### src/rtl/rei_fifo.sv
// Small flop-based FIFO used between front and back and at the output.
// No package dependencies.
`default_nettype none

module rei_fifo #(
    parameter int WIDTH = 8,
    parameter int DEPTH = 4
) (
    input  wire logic             i_clk,
    input  wire logic             i_rst_n,
    input  wire logic             i_wr,
    input  wire logic [WIDTH-1:0] i_wdata,
    input  wire logic             i_rd,
    output logic      [WIDTH-1:0] o_rdata,
    output logic                  o_empty,
    output logic                  o_full
);

    localparam int PTR_W = (DEPTH > 1) ? $clog2(DEPTH) : 1;
    localparam int CNT_W = $clog2(DEPTH + 1);

    logic [WIDTH-1:0] r_mem [DEPTH];
    logic [PTR_W-1:0] r_wp;
    logic [PTR_W-1:0] r_rp;
    logic [CNT_W-1:0] r_cnt;
    logic             wr_en;
    logic             rd_en;

    assign o_empty = (r_cnt == '0);
    assign o_full  = (r_cnt == CNT_W'(DEPTH));
    assign wr_en   = i_wr && !o_full;
    assign rd_en   = i_rd && !o_empty;
    assign o_rdata = r_mem[r_rp];

    // Store beat
    always_ff @(posedge i_clk) begin
        if (wr_en) begin
            r_mem[r_wp] <= i_wdata;
        end
    end

    // Advance pointers and count
    always_ff @(posedge i_clk) begin
        if (!i_rst_n) begin
            r_wp  <= '0;
            r_rp  <= '0;
            r_cnt <= '0;
        end else begin
            if (wr_en) begin
                r_wp <= (r_wp == PTR_W'(DEPTH - 1)) ? '0 : r_wp + 1'b1;
            end
            if (rd_en) begin
                r_rp <= (r_rp == PTR_W'(DEPTH - 1)) ? '0 : r_rp + 1'b1;
            end
            if (wr_en && !rd_en) begin
                r_cnt <= r_cnt + 1'b1;
            end else if (rd_en && !wr_en) begin
                r_cnt <= r_cnt - 1'b1;
            end
        end
    end

`ifndef ASSERT_OFF
    a_empty_ptr: assert property (@(posedge i_clk) disable iff (!i_rst_n)
        o_empty |-> (r_wp == r_rp)) else $error("fifo empty with pointers apart");
    a_full_ptr: assert property (@(posedge i_clk) disable iff (!i_rst_n)
        o_full |-> (r_wp == r_rp)) else $error("fifo full with pointers apart");
    a_cnt_up: assert property (@(posedge i_clk) disable iff (!i_rst_n)
        (wr_en && !rd_en) |=> (r_cnt == $past(r_cnt) + 1'b1))
        else $error("fifo count did not rise");
    a_cnt_dn: assert property (@(posedge i_clk) disable iff (!i_rst_n)
        (rd_en && !wr_en) |=> (r_cnt == $past(r_cnt) - 1'b1))
        else $error("fifo count did not fall");
`endif

endmodule

`default_nettype wire

### config.mk
export PLATFORM = sky130hd
export DESIGN_NAME = rei_fifo
export DESIGN_NICKNAME = d
export VERILOG_FILES = /design/src/rtl/rei_fifo.sv
export SDC_FILE = /design/constraint.sdc
export NUM_CORES = 1
export LEC_CHECK = 0
export ABC_AREA = 1
export CORE_UTILIZATION = 54
export DETAILED_ROUTE_END_ITERATION = 8
export DONT_BUFFER_PORTS = 1
export GPL_TIMING_DRIVEN = 0
export PLACE_DENSITY = 0.76
export SYNTH_ARGS = -nofsm -noshare
export SYNTH_HDL_FRONTEND = slang
export SYNTH_SLANG_ARGS = --single-unit
### constraint.sdc
create_clock -name i_clk -period 2.3 [get_ports i_clk]
set_input_delay 0.115 -clock i_clk [delete_from_list [all_inputs] [get_ports i_clk]]
set_output_delay 0.115 -clock i_clk [all_outputs]
set_load 0.02 [all_outputs]
==> impl_metrics.env <==
export IMPL_status="complete, but fails checks"
export IMPL_violations="DRC"
export IMPL_synth_xor_area_share_pct=0
export IMPL_ys_ff_latch=41
export IMPL_cp_required_ns=2.54
export IMPL_dp_hpwl_mm=1.87
export IMPL_fin_setup_tns_ns=0
export IMPL_slew_headroom_pct=44.0
export IMPL_cts_root_buf="clkbuf_4"
export IMPL_multiInputGateArea_um2=458
export IMPL_area_growth_pct=11.2
export IMPL_whs_path_depth=3
export IMPL_drv_slew=0
export IMPL_drt_wirelength_per_cell_um=14.4
export IMPL_tightest_slew_ns=0.837
export IMPL_numCtsBuffers=5
export IMPL_row_count=19
export IMPL_start_util_pct=59.3
export IMPL_cts_buffer_depth=2
export IMPL_yosysWarningCount=0
export IMPL_die_y_um=58.0
export IMPL_grt_pass1_wl_mm=4.82
export IMPL_synthTopCellsByArea="edfxtp_1 (57%), dfxtp_1 (11%), nor2_1 (7.3%)"
export IMPL_r2r_start="r_cnt[1]"
export IMPL_drv_cap=0
export IMPL_wirelength_mm=2.84
export IMPL_syn_area_per_cell_um2=11.4
export IMPL_p_leak_nw=0.734
export IMPL_ioPinCount=22
export IMPL_arrival_ns=2.12
export IMPL_cts_max_level=2
export IMPL_finalSetupViolations=0
export IMPL_syn_inst=148
export IMPL_grt_max_degree=13
export IMPL_finalClockSkew_ns=0.00593
export IMPL_synth_simple_gate_area_share_pct=11.9
export IMPL_muxShareOfSynthArea_pct=0
export IMPL_synthAdderAreaFrac_pct=5.62
export IMPL_port_buffers=0
export IMPL_clk_pin_slew_ns=0.11
export IMPL_cts_resized=0
export IMPL_yosysTopAreaCellShare_pct=56.8
export IMPL_synth_seq_area_share_pct=67.4
export IMPL_ant_nets=0
export IMPL_synth_top_family_by_area="simple AND/OR/NAND/NOR gates"
export IMPL_grtUsageTotal_pct=20.6
export IMPL_die_area_um2=3360
export IMPL_antenna_found_initial=0
export IMPL_drtIter0Drc=59
export IMPL_critPathKind="flip-flop to flip-flop"
export IMPL_vias_per_cell=5.36
export IMPL_fin_crit_ns=1.88
export IMPL_tritoncts="done"
export IMPL_grt_overflow=0
export IMPL_netlist_area_um2=1690
export IMPL_power_density_nw_per_um2=1080
export IMPL_fmax_mhz=531
export IMPL_post_cts_buffers=0
export IMPL_startpoint_type="flip-flop"
export IMPL_hold_violations=0
export IMPL_drc=2
export IMPL_num_antenna_cells=0
export IMPL_vias=1056
export IMPL_gp_congestion=0.675
export IMPL_min_from="i_wr"
export IMPL_seq_area_um2=1140
export IMPL_synth_compound_area_share_pct=9.53
export IMPL_nets=184
export IMPL_rsz0062_at_grt="false"
export IMPL_clock_latency_ns=0.33
export IMPL_drive_above_1_share_pct=8.43
export IMPL_fill_cells=231
export IMPL_worstSetupStartpoint="r_cnt[1]"
export IMPL_postCtsHoldBufs=10
export IMPL_coreArea_um2=2850
export IMPL_die_w_um=58.0
export IMPL_ys_types=18
export IMPL_dp_slack_ns=0.436
export IMPL_yosys_area_top_type="edfxtp_1"
export IMPL_period_share_pct=81.9
export IMPL_holdCritPathClass="input port to flip-flop"
export IMPL_r2r_cells=9
export IMPL_fin_ws_ns=0.417
export IMPL_first_global_vias=1084
export IMPL_drtPass1Iterations=6
export IMPL_syn_num_nets=167
export IMPL_cp_max_fo=7
export IMPL_endpoint_kind="flip-flop"
export IMPL_cts_sink_count=41
export IMPL_r2r_slack_ns=0.42
export IMPL_peakVddDrop_v=0.000696
## layout make-up
| class | instances | area share, % |
|---|---|---|
| inverter | 19 | 3.79 |
| multi-input combinational | 86 | 24.3 |
| sequential | 41 | 60.6 |
| tap | 31 | 2.06 |
| buffer | 2 | 1.20 |
| clock inverter | 2 | 0.532 |
| clock buffer | 6 | 2.19 |
| timing repair buffer | 10 | 5.32 |
## per-stage QoR
step / area, µm² / total power [mW] / hold slack [ns] / utilization (%) / instances
floorplan: 1690 / 1.56 / 0.214 / - / 148
global placement: 1730 / 1.67 / 0.214 / 60.7 / 179
detailed placement: 1730 / 1.70 / 0.214 / 60.7 / 179
CTS: 1880 / 2.05 / 0.0144 / 66.0 / 197
global route: 1880 / 2.18 / 0.0215 / 66.0 / 197
finish: 1880 / 2.03 / 0.0337 / 66.0 / 197
## cell families after synthesis
group / Yosys count
adder cells (fa/ha/maj): 7
flip-flops: 41
AND/OR/NAND/NOR: 51
AO/OA/AOI/OAI: 28
buffers and inverters: 21
## registers in the layout, summed over array words and instances (netlist names), named ones only
register	count
r_mem	32
r_cnt	3
r_rp	2
r_wp	2
## power by group
part	internal (mW)	switching, mW	leakage, nW
clock network	0.117	0.210	0.0320
registers	0.921	0.0799	0.368
logic	0.210	0.491	0.334
total	1.25	0.780	0.734
## synth_stat cells
cell	instances
nand2_2	1
nand3_1	1
nor2_1	33
dfxtp_1	9
nand2_1	14
inv_1	18
o21ai_1	1
edfxtp_1	32
buf_6	2
fa_1	1
nand3b_1	1
nand4_1	1
a21oi_1	2
o22ai_1	8
inv_2	1
o21ai_2	3
o21ai_0	14
ha_1	6
## worst max-delay path, cell delays in order (launching register included)
cell and delay [ns]:
dfxtp_1 0.35, nor2_1 0.16, nand2_1 0.14, nand2_2 0.15, inv_1 0.06, ha_1 0.20
inv_1 0.09, fa_1 0.41, o21ai_0 0.17, nor2_1 0.06
## worst paths after layout
kind | to
max reg2reg | r_cnt[1]
min reg2reg | r_cnt[0]
min | r_wp[0]
max | r_cnt[1]
## layer usage
| layer | global-route usage (%) | wire length (µm) |
|---|---|---|
| met1 | 22.1 | 1140 |
| met2 | 36.8 | 1550 |
| met3 | 6.92 | 128 |
| met4 | 9.18 | 22 |
| met5 | 0 | 0 |
## layout by cell type (no fill, tap or decap), types with 2 or more instances in the layout
cell type and count:
a21oi_1 2, buf_6 2, clkbuf_4 5, clkinv_2 2
dfxtp_1 9, dlygate4sd3_1 10, edfxtp_1 32, ha_1 6
inv_1 18, nand2_1 14, nor2_1 33, o21ai_0 14
o21ai_2 3, o22ai_1 8
No activity file was read; power rests on OpenSTA's default activity.
